===== src/hdl/brba_pkg.sv =====
// shared types, codes and constants of the bitmap run block allocator
// no dependencies; used by bitmap_run_block_allocator_core
package brba_pkg;

  localparam int unsigned TABLE_ENTRIES_DEF = 32;
  localparam int unsigned POOL_BLOCKS_DEF   = 32;
  localparam int unsigned BLOCK_SHIFT_DEF   = 9;

  localparam int unsigned MAP_W     = 32;
  localparam int unsigned START_W   = 5;
  localparam int unsigned LEN_W     = 6;
  localparam int unsigned TAG_W     = 32;
  localparam int unsigned ADDR_W    = 32;
  localparam int unsigned COUNT_W   = 8;
  localparam int unsigned IDXF_W    = 8;
  localparam int unsigned MAX_COUNT = 32;

  typedef enum logic [1:0] {
    MODE_ALLOC,
    MODE_FREE,
    MODE_SUSPEND,
    MODE_RESUME
  } mode_e;

  typedef enum logic [2:0] {
    ST_OK,
    ST_LOCKED,
    ST_BAD_COUNT,
    ST_NO_RUN,
    ST_TABLE_FULL,
    ST_NOT_FOUND,
    ST_NO_CHANGE
  } status_e;

  typedef struct packed {
    logic [TAG_W-1:0]   tag;
    logic [LEN_W-1:0]   len;
    logic [START_W-1:0] start;
  } ent_t;

  typedef struct packed {
    status_e            status;
    logic [ADDR_W-1:0]  addr;
    logic [START_W-1:0] start;
    logic [LEN_W-1:0]   len;
    logic [TAG_W-1:0]   tag;
    logic               is_notice;
    logic               resuming;
    logic               last;
  } res_t;

  // block 0 sits in the most significant bit
  function automatic logic [MAP_W-1:0] run_mask(input logic [START_W-1:0] start,
                                                input logic [LEN_W-1:0]   len);
    logic [MAP_W-1:0] top;
    top = ~({MAP_W{1'b1}} >> len);
    return top >> start;
  endfunction

endpackage


===== src/hdl/brba_ram.sv =====
// generic single-port-write, single-port-read ram with registered read data
// no dependencies
module brba_ram #(
  parameter int unsigned WIDTH = 8,
  parameter int unsigned DEPTH = 32
) (
  input  logic                                      clk_i,
  input  logic                                      we_i,
  input  logic [(DEPTH > 1 ? $clog2(DEPTH) : 1)-1:0] waddr_i,
  input  logic [WIDTH-1:0]                          wdata_i,
  input  logic                                      re_i,
  input  logic [(DEPTH > 1 ? $clog2(DEPTH) : 1)-1:0] raddr_i,
  output logic [WIDTH-1:0]                          rdata_o
);

  logic [WIDTH-1:0] mem [DEPTH];
  logic [WIDTH-1:0] rdata_q;

  always_ff @(posedge clk_i) begin
    if (we_i) begin
      mem[waddr_i] <= wdata_i;
    end
    if (re_i) begin
      rdata_q <= mem[raddr_i];
    end
  end

  assign rdata_o = rdata_q;

endmodule


===== src/hdl/bitmap_run_block_allocator_core.sv =====
// top level of the bitmap run block allocator: request decode, scans and result register
// depends on brba_pkg and brba_ram
//
// One request at a time. Allocate scans one candidate start per cycle against the occupancy
// map while it looks for a free table slot in the valid flags, one slot per cycle, and then
// loads its result. Free walks the entry ram through its single read port, one entry per
// cycle, and loads its result. Suspend/resume walk every entry the same way, one notice per
// reported entry, but stall on a reported entry until its notice can be loaded, and then load
// the closing result. Every result load waits while an earlier result is held by a low
// m_axis_tready, and the next request is taken in the cycle after the last result is loaded.
// Entry validity is kept in flip-flops, so the block is ready right after reset. The table
// ram holds start, length and tag of each entry.
module bitmap_run_block_allocator_core #(
  parameter int unsigned TABLE_ENTRIES = brba_pkg::TABLE_ENTRIES_DEF,
  parameter int unsigned POOL_BLOCKS   = brba_pkg::POOL_BLOCKS_DEF,
  parameter int unsigned BLOCK_SHIFT   = brba_pkg::BLOCK_SHIFT_DEF
) (
  input  logic        clk_i,
  input  logic        rst_ni,
  input  logic        cfg_valid_i,
  output logic        cfg_ready_o,
  input  logic [31:0] cfg_wdata_i,   // pool_base
  input  logic        s_axis_tvalid,
  output logic        s_axis_tready,
  input  logic [71:0] s_axis_tdata,  // block_count, owner_tag, free_address
  input  logic [1:0]  s_axis_tuser,  // mode
  output logic        m_axis_tvalid,
  input  logic        m_axis_tready,
  output logic [79:0] m_axis_tdata,  // status, block_address, entry_start, entry_length,
                                     // entry_tag, zero pad
  output logic [1:0]  m_axis_tuser,  // is_notice, resuming
  output logic        m_axis_tlast
);

  localparam int unsigned IDX_W = (TABLE_ENTRIES > 1) ? $clog2(TABLE_ENTRIES) : 1;
  localparam logic [IDX_W-1:0] ELast = IDX_W'(TABLE_ENTRIES - 1);
  localparam logic [brba_pkg::START_W-1:0] SLast = brba_pkg::START_W'(POOL_BLOCKS - 1);

  typedef enum logic [2:0] {
    S_IDLE,
    S_ERR,
    S_ALLOC,
    S_COMMIT,
    S_FREE_CHK,
    S_WALK_CHK,
    S_WALK_END
  } state_e;

  state_e                          state_q;
  logic [brba_pkg::ADDR_W-1:0]     pool_base_q;
  logic [brba_pkg::MAP_W-1:0]      map_q;
  logic                            locked_q;
  logic [TABLE_ENTRIES-1:0]        valid_q;
  logic [IDX_W-1:0]                e_q;
  logic [brba_pkg::START_W-1:0]    s_q;
  logic                            run_hit_q, run_none_q, ent_hit_q, ent_none_q;
  brba_pkg::status_e               err_q;
  logic                            res_q;
  logic                            m_valid_q;
  brba_pkg::res_t                  out_q;
  logic [brba_pkg::LEN_W-1:0]      count_q;
  logic [brba_pkg::TAG_W-1:0]      tag_q;
  logic [brba_pkg::IDXF_W-1:0]     idx_q;

  brba_pkg::mode_e                 in_mode;
  logic [brba_pkg::COUNT_W-1:0]    in_count;
  logic [brba_pkg::TAG_W-1:0]      in_tag;
  logic [brba_pkg::ADDR_W-1:0]     in_faddr;
  logic [brba_pkg::ADDR_W-1:0]     fdiff, fshift;
  logic                            s_fire, can_load;
  logic                            acc_err;
  brba_pkg::status_e               acc_status;

  logic [brba_pkg::START_W+1:0]    run_end;
  logic                            fit, free_hit, walk_need, e_last, s_last;
  brba_pkg::ent_t                  rd_ent, wr_ent;
  logic [$bits(brba_pkg::ent_t)-1:0] ram_rdata;
  logic                            ram_we, ram_re;
  logic [IDX_W-1:0]                rd_addr;
  logic                            load;
  brba_pkg::res_t                  res_d;

  assign in_mode  = brba_pkg::mode_e'(s_axis_tuser);
  assign in_count = s_axis_tdata[7:0];
  assign in_tag   = s_axis_tdata[39:8];
  assign in_faddr = s_axis_tdata[71:40];
  assign fdiff    = in_faddr - pool_base_q;
  assign fshift   = fdiff >> BLOCK_SHIFT;

  assign s_axis_tready = (state_q == S_IDLE);
  assign s_fire        = s_axis_tvalid && s_axis_tready;
  assign can_load      = !m_valid_q || m_axis_tready;
  assign cfg_ready_o   = 1'b1;

  always_comb begin
    acc_err    = 1'b0;
    acc_status = brba_pkg::ST_OK;
    unique case (in_mode)
      brba_pkg::MODE_ALLOC: begin
        if (locked_q) begin
          acc_err    = 1'b1;
          acc_status = brba_pkg::ST_LOCKED;
        end else if (in_count == '0 ||
                     in_count > brba_pkg::COUNT_W'(brba_pkg::MAX_COUNT)) begin
          acc_err    = 1'b1;
          acc_status = brba_pkg::ST_BAD_COUNT;
        end
      end
      brba_pkg::MODE_FREE: begin
        acc_err = 1'b0;
      end
      brba_pkg::MODE_SUSPEND: begin
        if (locked_q) begin
          acc_err    = 1'b1;
          acc_status = brba_pkg::ST_NO_CHANGE;
        end
      end
      brba_pkg::MODE_RESUME: begin
        if (!locked_q) begin
          acc_err    = 1'b1;
          acc_status = brba_pkg::ST_NO_CHANGE;
        end
      end
      default: begin
        acc_err = 1'b0;
      end
    endcase
  end

  assign rd_ent  = brba_pkg::ent_t'(ram_rdata);
  assign run_end = (brba_pkg::START_W + 2)'(s_q) + (brba_pkg::START_W + 2)'(count_q);
  assign fit     = (run_end <= (brba_pkg::START_W + 2)'(POOL_BLOCKS)) &&
                   ((map_q & brba_pkg::run_mask(s_q, count_q)) == '0);
  assign free_hit  = valid_q[e_q] && (idx_q[brba_pkg::IDXF_W-1:brba_pkg::START_W] == '0) &&
                     (rd_ent.start == idx_q[brba_pkg::START_W-1:0]);
  assign walk_need = valid_q[e_q] && (rd_ent.tag != '0);
  assign e_last    = (e_q == ELast);
  assign s_last    = (s_q == SLast);

  assign wr_ent = '{tag: tag_q, len: count_q, start: s_q};

  always_comb begin
    load    = 1'b0;
    res_d   = '0;
    ram_we  = 1'b0;
    ram_re  = 1'b0;
    rd_addr = e_q + IDX_W'(1);
    unique case (state_q)
      S_IDLE: begin
        ram_re  = 1'b1;
        rd_addr = '0;
      end
      S_ERR: begin
        load           = can_load;
        res_d.status   = err_q;
        res_d.resuming = res_q;
        res_d.last     = 1'b1;
      end
      S_ALLOC: begin
        load = 1'b0;
      end
      S_COMMIT: begin
        load         = can_load;
        ram_we       = can_load;
        res_d.status = brba_pkg::ST_OK;
        res_d.addr   = pool_base_q + (brba_pkg::ADDR_W'(s_q) << BLOCK_SHIFT);
        res_d.start  = s_q;
        res_d.len    = count_q;
        res_d.last   = 1'b1;
      end
      S_FREE_CHK: begin
        if (free_hit) begin
          load         = can_load;
          res_d.status = brba_pkg::ST_OK;
          res_d.start  = rd_ent.start;
          res_d.len    = rd_ent.len;
          res_d.last   = 1'b1;
        end else if (e_last) begin
          load         = can_load;
          res_d.status = brba_pkg::ST_NOT_FOUND;
          res_d.last   = 1'b1;
        end else begin
          ram_re = 1'b1;
        end
      end
      S_WALK_CHK: begin
        if (walk_need) begin
          load            = can_load;
          res_d.status    = brba_pkg::ST_OK;
          res_d.addr      = pool_base_q + (brba_pkg::ADDR_W'(rd_ent.start) << BLOCK_SHIFT);
          res_d.start     = rd_ent.start;
          res_d.len       = rd_ent.len;
          res_d.tag       = rd_ent.tag;
          res_d.is_notice = 1'b1;
          res_d.resuming  = res_q;
        end
        ram_re = !e_last && (!walk_need || can_load);
      end
      S_WALK_END: begin
        load           = can_load;
        res_d.status   = brba_pkg::ST_OK;
        res_d.resuming = res_q;
        res_d.last     = 1'b1;
      end
      default: begin
        load = 1'b0;
      end
    endcase
  end

  brba_ram #(
    .WIDTH($bits(brba_pkg::ent_t)),
    .DEPTH(TABLE_ENTRIES)
  ) u_table (
    .clk_i   (clk_i),
    .we_i    (ram_we),
    .waddr_i (e_q),
    .wdata_i (wr_ent),
    .re_i    (ram_re),
    .raddr_i (rd_addr),
    .rdata_o (ram_rdata)
  );

  always_ff @(posedge clk_i or negedge rst_ni) begin
    if (!rst_ni) begin
      state_q     <= S_IDLE;
      pool_base_q <= '0;
      map_q       <= '0;
      locked_q    <= 1'b0;
      valid_q     <= '0;
      e_q         <= '0;
      s_q         <= '0;
      run_hit_q   <= 1'b0;
      run_none_q  <= 1'b0;
      ent_hit_q   <= 1'b0;
      ent_none_q  <= 1'b0;
      err_q       <= brba_pkg::ST_OK;
      res_q       <= 1'b0;
      m_valid_q   <= 1'b0;
      out_q       <= '0;
      count_q     <= '0;
      tag_q       <= '0;
      idx_q       <= '0;
    end else begin
      if (cfg_valid_i) begin
        pool_base_q <= cfg_wdata_i;
      end
      if (load) begin
        m_valid_q <= 1'b1;
        out_q     <= res_d;
      end else if (m_axis_tready) begin
        m_valid_q <= 1'b0;
      end
      if (s_fire) begin
        count_q <= in_count[brba_pkg::LEN_W-1:0];
        tag_q   <= in_tag;
        idx_q   <= fshift[brba_pkg::IDXF_W-1:0];
      end
      unique case (state_q)
        S_IDLE: begin
          if (s_fire) begin
            e_q        <= '0;
            s_q        <= '0;
            run_hit_q  <= 1'b0;
            run_none_q <= 1'b0;
            ent_hit_q  <= 1'b0;
            ent_none_q <= 1'b0;
            err_q      <= acc_status;
            res_q      <= (in_mode == brba_pkg::MODE_RESUME);
            if (acc_err) begin
              state_q <= S_ERR;
            end else begin
              unique case (in_mode)
                brba_pkg::MODE_ALLOC:   state_q <= S_ALLOC;
                brba_pkg::MODE_FREE:    state_q <= S_FREE_CHK;
                brba_pkg::MODE_SUSPEND: state_q <= S_WALK_CHK;
                brba_pkg::MODE_RESUME:  state_q <= S_WALK_CHK;
                default:                state_q <= S_IDLE;
              endcase
            end
          end
        end
        S_ERR: begin
          if (can_load) begin
            state_q <= S_IDLE;
          end
        end
        S_ALLOC: begin
          if (!run_hit_q && !run_none_q) begin
            if (fit) begin
              run_hit_q <= 1'b1;
            end else if (s_last) begin
              run_none_q <= 1'b1;
            end else begin
              s_q <= s_q + brba_pkg::START_W'(1);
            end
          end
          if (!ent_hit_q && !ent_none_q) begin
            if (!valid_q[e_q]) begin
              ent_hit_q <= 1'b1;
            end else if (e_last) begin
              ent_none_q <= 1'b1;
            end else begin
              e_q <= e_q + IDX_W'(1);
            end
          end
          if (run_none_q) begin
            err_q   <= brba_pkg::ST_NO_RUN;
            state_q <= S_ERR;
          end else if (run_hit_q && ent_none_q) begin
            err_q   <= brba_pkg::ST_TABLE_FULL;
            state_q <= S_ERR;
          end else if (run_hit_q && ent_hit_q) begin
            state_q <= S_COMMIT;
          end
        end
        S_COMMIT: begin
          if (can_load) begin
            valid_q[e_q] <= 1'b1;
            map_q        <= map_q | brba_pkg::run_mask(s_q, count_q);
            state_q      <= S_IDLE;
          end
        end
        S_FREE_CHK: begin
          if (free_hit) begin
            if (can_load) begin
              valid_q[e_q] <= 1'b0;
              map_q        <= map_q & ~brba_pkg::run_mask(rd_ent.start, rd_ent.len);
              state_q      <= S_IDLE;
            end
          end else if (e_last) begin
            if (can_load) begin
              state_q <= S_IDLE;
            end
          end else begin
            e_q <= e_q + IDX_W'(1);
          end
        end
        S_WALK_CHK: begin
          if (!walk_need || can_load) begin
            if (e_last) begin
              state_q <= S_WALK_END;
            end else begin
              e_q <= e_q + IDX_W'(1);
            end
          end
        end
        S_WALK_END: begin
          if (can_load) begin
            locked_q <= !res_q;
            state_q  <= S_IDLE;
          end
        end
        default: begin
          state_q <= S_IDLE;
        end
      endcase
    end
  end

  assign m_axis_tvalid = m_valid_q;
  assign m_axis_tdata  = {2'b00, out_q.tag, out_q.len, out_q.start, out_q.addr, out_q.status};
  assign m_axis_tuser  = {out_q.resuming, out_q.is_notice};
  assign m_axis_tlast  = out_q.last;

endmodule

===== config.mk =====
export PLATFORM = sky130hd
export DESIGN_NAME = bitmap_run_block_allocator_core
export DESIGN_NICKNAME = d
export VERILOG_FILES = /design/src/hdl/brba_pkg.sv /design/src/hdl/brba_ram.sv /design/src/hdl/bitmap_run_block_allocator_core.sv
export SDC_FILE = /design/constraint.sdc
export NUM_CORES = 2
export LEC_CHECK = 0
export BUFFER_PORTS_ARGS = -buffer_cell sky130_fd_sc_hd__buf_2
export CAP_MARGIN = 20
export CELL_PAD_IN_SITES_DETAIL_PLACEMENT = 0
export CELL_PAD_IN_SITES_GLOBAL_PLACEMENT = 1
export CORE_MARGIN = 5
export CORE_UTILIZATION = 40
export CTS_CLUSTER_SIZE = 28
export DETAILED_ROUTE_END_ITERATION = 7
export PLACE_DENSITY_LB_ADDON = 0.1
export SYNTH_ARGS = -nofsm -noshare
export SYNTH_HDL_FRONTEND = slang
export SYNTH_SLANG_ARGS = --single-unit
export TNS_END_PERCENT = 1

===== constraint.sdc =====
create_clock -name clk_i -period 8.6 [get_ports clk_i]
set_input_delay 0.86 -clock clk_i [delete_from_list [all_inputs] [get_ports clk_i]]
set_output_delay 0.86 -clock clk_i [all_outputs]
set_load 0.05 [all_outputs]

Yosys cells after proc, flatten, opt, wreduce, memory -nomap -nowiden
Memories as Yosys holds them, arrays and structs flattened. A register that Yosys moved wholly into a read port is not among the register bits. Index checks and enable logic that the tools add are counted.

Register bits: 246. Latch bits: 0. RAM bits: 1376. Memory bits (read-only): 0. Bits of input ports: 111. Output and inout port bits: 86. Logic and storage cells: 215. Memories kept: 1.

$add $sub $neg: 6. Multipliers: 0. Div/mod/pow operators: 0. Order comparisons: 4. Equal/unequal tests: 31. Shifts and indexed selects: 4. Muxes and demuxes: 89. Bitwise logic cells: 9. Reduce and logical (&&, ||, !) cells: 46.

Memory list: u_table.mem (depth 32, width 43, rd ports 1, clocked after Yosys merged registers in 1, write ports 1, RTL line brba_ram.sv:16) `logic [WIDTH-1:0] mem [DEPTH];`.

Operators with widths (count): 32-bit 2-to-1 mux (6); 32-bit case mux with 2 select lines (3); 32-bit inverter (4); 32-bit bitwise AND (3); 77-bit 2-to-1 mux (1); 32-bit by 14-bit adder with 32-bit output (2); 32-bit bitwise OR (2); 32-bit by 5-bit right shift with 32-bit output (2); 32-bit by 6-bit right shift with 32-bit output (first input constant) (2); 3-bit 2-to-1 mux (17); 5-bit 2-to-1 mux (10); 33-bit 2-to-1 mux (1); 11-bit case mux with 3 select lines (1); 32-bit logical NOT (1); 32-bit nonzero test (1); 2-bit != test (second input constant) (15); 1-bit 2-to-1 mux (29); 3-bit case mux with 3 select lines (3); 5-bit case mux with 4 select lines (1); 5-bit AND reduction (4); 17-bit subtractor (1); 3-bit case mux with 5 select lines (1); 1-bit case mux with 2 select lines (6); 4-bit AND reduction (3); other kinds (37) (70).

Longest topological paths before layout
Word-level depth: 9. Gate-level depth with buffers: 14. Mapped depth without buffers: 12.

Hierarchy
A second synthesis with hierarchy kept.

Cell total of the unflattened synthesis: 4838. Area total of the unflattened synthesis: 70687.8 µm².

Modules (own cells, without submodules): brba_ram (times used 1, cells an instance 3020, area each 54917.7 µm², sequential area each 42610.9 µm²); bitmap_run_block_allocator_core (times used 1, cells an instance 1818, area each 15770.1 µm², sequential area each 6155.9 µm²).

Worst setup path before layout
No wires, ideal clock.

Path type: reg2reg. From: reg e_q[0]. To: reg u_table.rdata_q[0] (netlist: u_table.rdata_o[0]), read port of u_table.mem (enable). Setup time: 0.503 ns. Arrival time: 5.254 ns. Required time: 8.097 ns. Setup slack: 2.843 ns. Stages on the path, launching flop included: 9. Buffers on the path: 1. Period minus slack after synthesis: 5.757 ns. Path through: dfrtp_1 buf_6 mux4_2 mux4_2 mux2i_4 nor2_1 nor2_1 nor2_1 o21ai_0.

Cells in the longest elaborated chain, start to end: 7. Elaborated cells between the ends (all ways): 15. Classes of those cells: 1 x add/sub; 1 x eq/ne; 6 x mux; 7 x reduce/logical.

Ends and longest elaborated chain: from (decl) (RTL line bitmap_run_block_allocator_core.sv:54) `logic [IDX_W-1:0] e_q;`; from (signal assigned) (RTL line bitmap_run_block_allocator_core.sv:304) `e_q <= e_q + IDX_W'(1);`; from (signal assigned) (RTL line bitmap_run_block_allocator_core.sv:336) `e_q <= e_q + IDX_W'(1);`; from (signal assigned) (RTL line bitmap_run_block_allocator_core.sv:344) `e_q <= e_q + IDX_W'(1);`; 1-bit binary-select mux with 5-bit select (RTL line bitmap_run_block_allocator_core.sv:134, bitmap_run_block_allocator_core.sv:136); 1-bit 2-to-1 mux (not written as such) (RTL line bitmap_run_block_allocator_core.sv:134, bitmap_run_block_allocator_core.sv:136); 1-bit logical AND (RTL line bitmap_run_block_allocator_core.sv:136) `assign walk_need = valid_q[e_q] && (rd_ent.tag != '0);`; 1-bit logical NOT (RTL line bitmap_run_block_allocator_core.sv:197) `ram_re = !e_last && (!walk_need || can_load);`; 1-bit logical OR (RTL line bitmap_run_block_allocator_core.sv:197); 1-bit logical AND (RTL line bitmap_run_block_allocator_core.sv:197); 1-bit case mux with 3 select lines * (RTL line bitmap_run_block_allocator_core.sv:148) `unique case (state_q)`; net ram_re (RTL line bitmap_run_block_allocator_core.sv:78) `logic ram_we, ram_re;`; to (decl) (RTL line brba_ram.sv:17) `logic [WIDTH-1:0] rdata_q;`.

The timed path passes the listed nets; every way through them passes the cells marked *. The select of a mux whose other input is x is not followed. A chain may end at the register's enable or synchronous reset.

Final worst setup path
From: reg e_q[0]. To: reg u_table.rdata_q[28] (netlist: u_table.rdata_o[28]), read port of u_table.mem (data pin).

Cells in the longest elaborated chain, start to end: 7. Elaborated cells between the ends (all ways): 15. Classes of those cells: 1 x add/sub; 1 x eq/ne; 6 x mux; 7 x reduce/logical.

Ends and longest elaborated chain (RTL line): 1-bit binary-select mux with 5-bit select (bitmap_run_block_allocator_core.sv:134, bitmap_run_block_allocator_core.sv:136); 1-bit 2-to-1 mux (not written as such) (bitmap_run_block_allocator_core.sv:134, bitmap_run_block_allocator_core.sv:136); 1-bit logical AND (bitmap_run_block_allocator_core.sv:136); 1-bit logical NOT (bitmap_run_block_allocator_core.sv:197); 1-bit logical OR (bitmap_run_block_allocator_core.sv:197); 1-bit logical AND (bitmap_run_block_allocator_core.sv:197); 1-bit case mux with 3 select lines (bitmap_run_block_allocator_core.sv:148).

Several ways; a longest one is shown, not always the timed one. The select of a mux whose other input is x is not followed.

==> impl_metrics.json <==
{
  "grt-ovfl-total": 0,
  "end_kind": "flip-flop",
  "fin_nets": 5555,
  "drc_viols": 0,
  "num_io_pins": 197,
  "worst_hold_margin_ns": 0.2733,
  "grt_pass1_vias": 44800,
  "p_per_area_mw_per_mm2": 348.6,
  "max-cap-violations": 0,
  "grt_usage_pct": 22.67,
  "worst_ir_drop_vdd_uv": 270.6,
  "timing.final.max_slew_violations": 0,
  "register_to_register_setup_slack_ns": 3.24,
  "per_cell_via_count_in_the_routed_design": 5.758,
  "outcome": "complete, no violations",
  "port_buffers": 178,
  "synth_sequential_area_ratio_pct": 68.57,
  "critPathArrivalTime_ns": 5.84,
  "worst-setup-path-type": "flip-flop to flip-flop",
  "clkSinkCount": 1665,
  "synth-main-ff-cell": "sky130_fd_sc_hd__edfxtp_1",
  "clock_tree.htree_level_count": 4,
  "asyncSetResetFlopFracSynth_pct": 14.77,
  "die_y_um": 431.7,
  "maxClockFrequency_mhz": 186.6,
  "netlist.area_leader.share_pct": 59.91,
  "synth_area_per_cell_um2": 13.35,
  "worst_slew_pin_slew_ns": 1.135,
  "initial_core_util_pct": 40.30,
  "first_pass_grt_wire_length_um": 314100,
  "fin_worst_skew_ns": 0.02810,
  "synth-edff-count": 1419,
  "synth.cell_area_mm2": 0.07112,
  "timing.final.setup_violations": 0,
  "floorplan.die_area_mm2": 0.1863,
  "hold_viol": 0,
  "finalCritPeriodShare_pct": 62.33,
  "rr_worst_depth": 9,
  "fp-row-count": 154,
  "cts_root_buffer": "sky130_fd_sc_hd__clkbuf_16",
  "grt_setup_unrepaired": "false",
  "cts-root-to-sink-buffers": 3,
  "worstSetupStartpointType": "flip-flop",
  "detailedRoute.firstPassIterationCount": 6,
  "leakage_nw": 27.94,
  "clk_pin_slew_ns": 0.06,
  "post-synth-top-count-cell": "sky130_fd_sc_hd__edfxtp_1",
  "cell_types_with_the_highest_counts_after_synthesis": "1419 x sky130_fd_sc_hd__edfxtp_1, 969 x sky130_fd_sc_hd__nand2_1, 333 x sky130_fd_sc_hd__o21ai_0",
  "num-fill-cells": 15820,
  "die-width_um": 431.7,
  "synthesized_instance_count": 5326,
  "post_synth_main_area_contributors": "sky130_fd_sc_hd__edfxtp_1 60%, sky130_fd_sc_hd__dfrtp_1 8.7%, sky130_fd_sc_hd__nand2_1 5.1%",
  "detailed_place_hpwl_um": 114900,
  "route.final.wire_length_um": 214200,
  "cts-buffers-inserted": 181,
  "worst-path-max-fanout": 49,
  "number_of_antenna_violations_at_the_first_check_in_global_routing": 2,
  "netlist-cell-type-count": 98,
  "clock_latency_ns": 0.81,
  "whs_path_depth": 2,
  "gp_routability_congestion": 0.8439,
  "tritoncts": "yes",
  "route.antenna.remaining_nets": 0,
  "final_routed_wire_length_divided_by_cell_count_um": 27.10,
  "ys_warn_count": 0,
  "holdCritPathClass": "primary input to flip-flop",
  "setup_tns_ns": 0,
  "post-synth-top-area-cell": "sky130_fd_sc_hd__edfxtp_1",
  "ys_ff_latch": 1665,
  "syn_to_final_growth_pct": 13.61,
  "min_period_ns": 5.361,
  "slew_headroom_pct": 24.36,
  "vias": 45500,
  "core_region_area_mm2": 0.1765,
  "drt-initial-drc-count": 4536,
  "required_ns": 9.08,
  "grt_max_degree": 178,
  "drive_gt1_share_pct": 15.27
}
-- sequential cells by signal, summed over array words and instances, names as in the netlist, 5 cells and up, named ones only --
name             cells
u_table.rdata_o     43
pool_base_q         32
u_table.mem       1376
e_q                  5
idx_q                8
map_q               32
tag_q               32
count_q              6
s_q                  5
m_axis_tdata        78
-- worst max-delay path, cell delays in order, from the launching register on --
cell and delay, ns:
sky130_fd_sc_hd__dfrtp_4 0.93, sky130_fd_sc_hd__buf_4 0.69, sky130_fd_sc_hd__ha_1 0.40, sky130_fd_sc_hd__xor2_1 0.32, sky130_fd_sc_hd__and2_4 0.72, sky130_fd_sc_hd__buf_4 0.68, sky130_fd_sc_hd__mux4_2 0.43, sky130_fd_sc_hd__mux4_2 0.49
sky130_fd_sc_hd__nand2_1 0.08, sky130_fd_sc_hd__o21ai_0 0.15
-- stage by stage --
step	cells	util, %	cell area, um2	total power (W)	worst slack (ns)
after CTS	7895	45.71	80680	0.02842	3.139
after global placement	7552	42.30	74660	0.02051	3.129
after floorplan	5327	-	71130	0.01729	2.843
after detailed placement	7556	42.33	74710	0.02058	3.170
after global routing	7900	45.78	80800	0.02967	2.942
final	7902	45.78	80800	0.02817	3.240
-- cells in the final DEF (no fill, tap or decap), types with 36 or more instances in the layout --
cell type,count
sky130_fd_sc_hd__a22o_1,51
sky130_fd_sc_hd__nor2_4,36
sky130_fd_sc_hd__or3_1,102
sky130_fd_sc_hd__mux4_2,143
sky130_fd_sc_hd__nand2b_1,102
sky130_fd_sc_hd__o211ai_1,110
sky130_fd_sc_hd__buf_4,95
sky130_fd_sc_hd__a31oi_1,190
sky130_fd_sc_hd__mux2_2,59
sky130_fd_sc_hd__nand3_1,130
sky130_fd_sc_hd__o21ai_0,332
sky130_fd_sc_hd__inv_1,48
sky130_fd_sc_hd__o21ai_1,38
sky130_fd_sc_hd__and3_1,145
sky130_fd_sc_hd__clkbuf_16,184
sky130_fd_sc_hd__nor2_1,134
sky130_fd_sc_hd__o22ai_1,62
sky130_fd_sc_hd__clkbuf_1,48
sky130_fd_sc_hd__ha_1,37
sky130_fd_sc_hd__nand2_1,965
sky130_fd_sc_hd__dfrtp_1,234
sky130_fd_sc_hd__buf_2,178
sky130_fd_sc_hd__edfxtp_1,1419
sky130_fd_sc_hd__a311oi_1,49
sky130_fd_sc_hd__o221ai_1,48
sky130_fd_sc_hd__a21oi_1,97
-- cells by family after synthesis --
family	share of synthesized area, %
other	0.01056
AO/OA/AOI/OAI	11.13
XOR/XNOR	0.2832
AND/OR/NAND/NOR	10.97
buffers and inverters	2.549
flip-flops	68.57
multiplexers	5.709
adder cells (fa/ha/maj)	0.7776
-- layer usage --
layer,up-vias,global-route usage [%],routed length (um)
met2,1333,36.81,101700
met1,23380,32.61,96330
li1,20510,-,-
met3,276,3.274,11970
met5,-,0,0
met4,0,5.104,4145
-- where the power goes --
part           total [W]  internal, W  switching [W]
Clock            0.00778      0.00452        0.00326
Sequential        0.0115       0.0103        0.00122
Combinational    0.00886      0.00297        0.00590
Total             0.0282       0.0178         0.0104
-- worst paths after layout --
kind	from	endpoint
max in group asynchronous	rst_ni	count_q[4]
min reg2reg	m_axis_tdata[22]	m_axis_tdata[22]
max reg2reg	e_q[0]	u_table.rdata_o[28]
max	e_q[0]	u_table.rdata_o[28]
min	s_axis_tdata[18]	tag_q[10]
min in group asynchronous	rst_ni	pool_base_q[8]
-- what timing repair did --
action | 4_1_cts | 5_1_grt
resized for setup | 0 | 0
hold endpoints to repair | 54 | 0
hold buffers | 1 | 0
buffers inserted | 0 | 0
-- final cells by class --
class,count,area [um2],share of cell area [%]
antenna,3,7.507,0.009291
clock buffer,260,5170,6.398
clock inverter,78,793.3,0.9817
inverter,53,206.4,0.2555
multi-input combinational,3209,20870,25.83
sequential,1665,48780,60.37
tap,2340,2928,3.623
timing repair buffer,294,2039,2.524
Power figures use the tool's default switching activity.
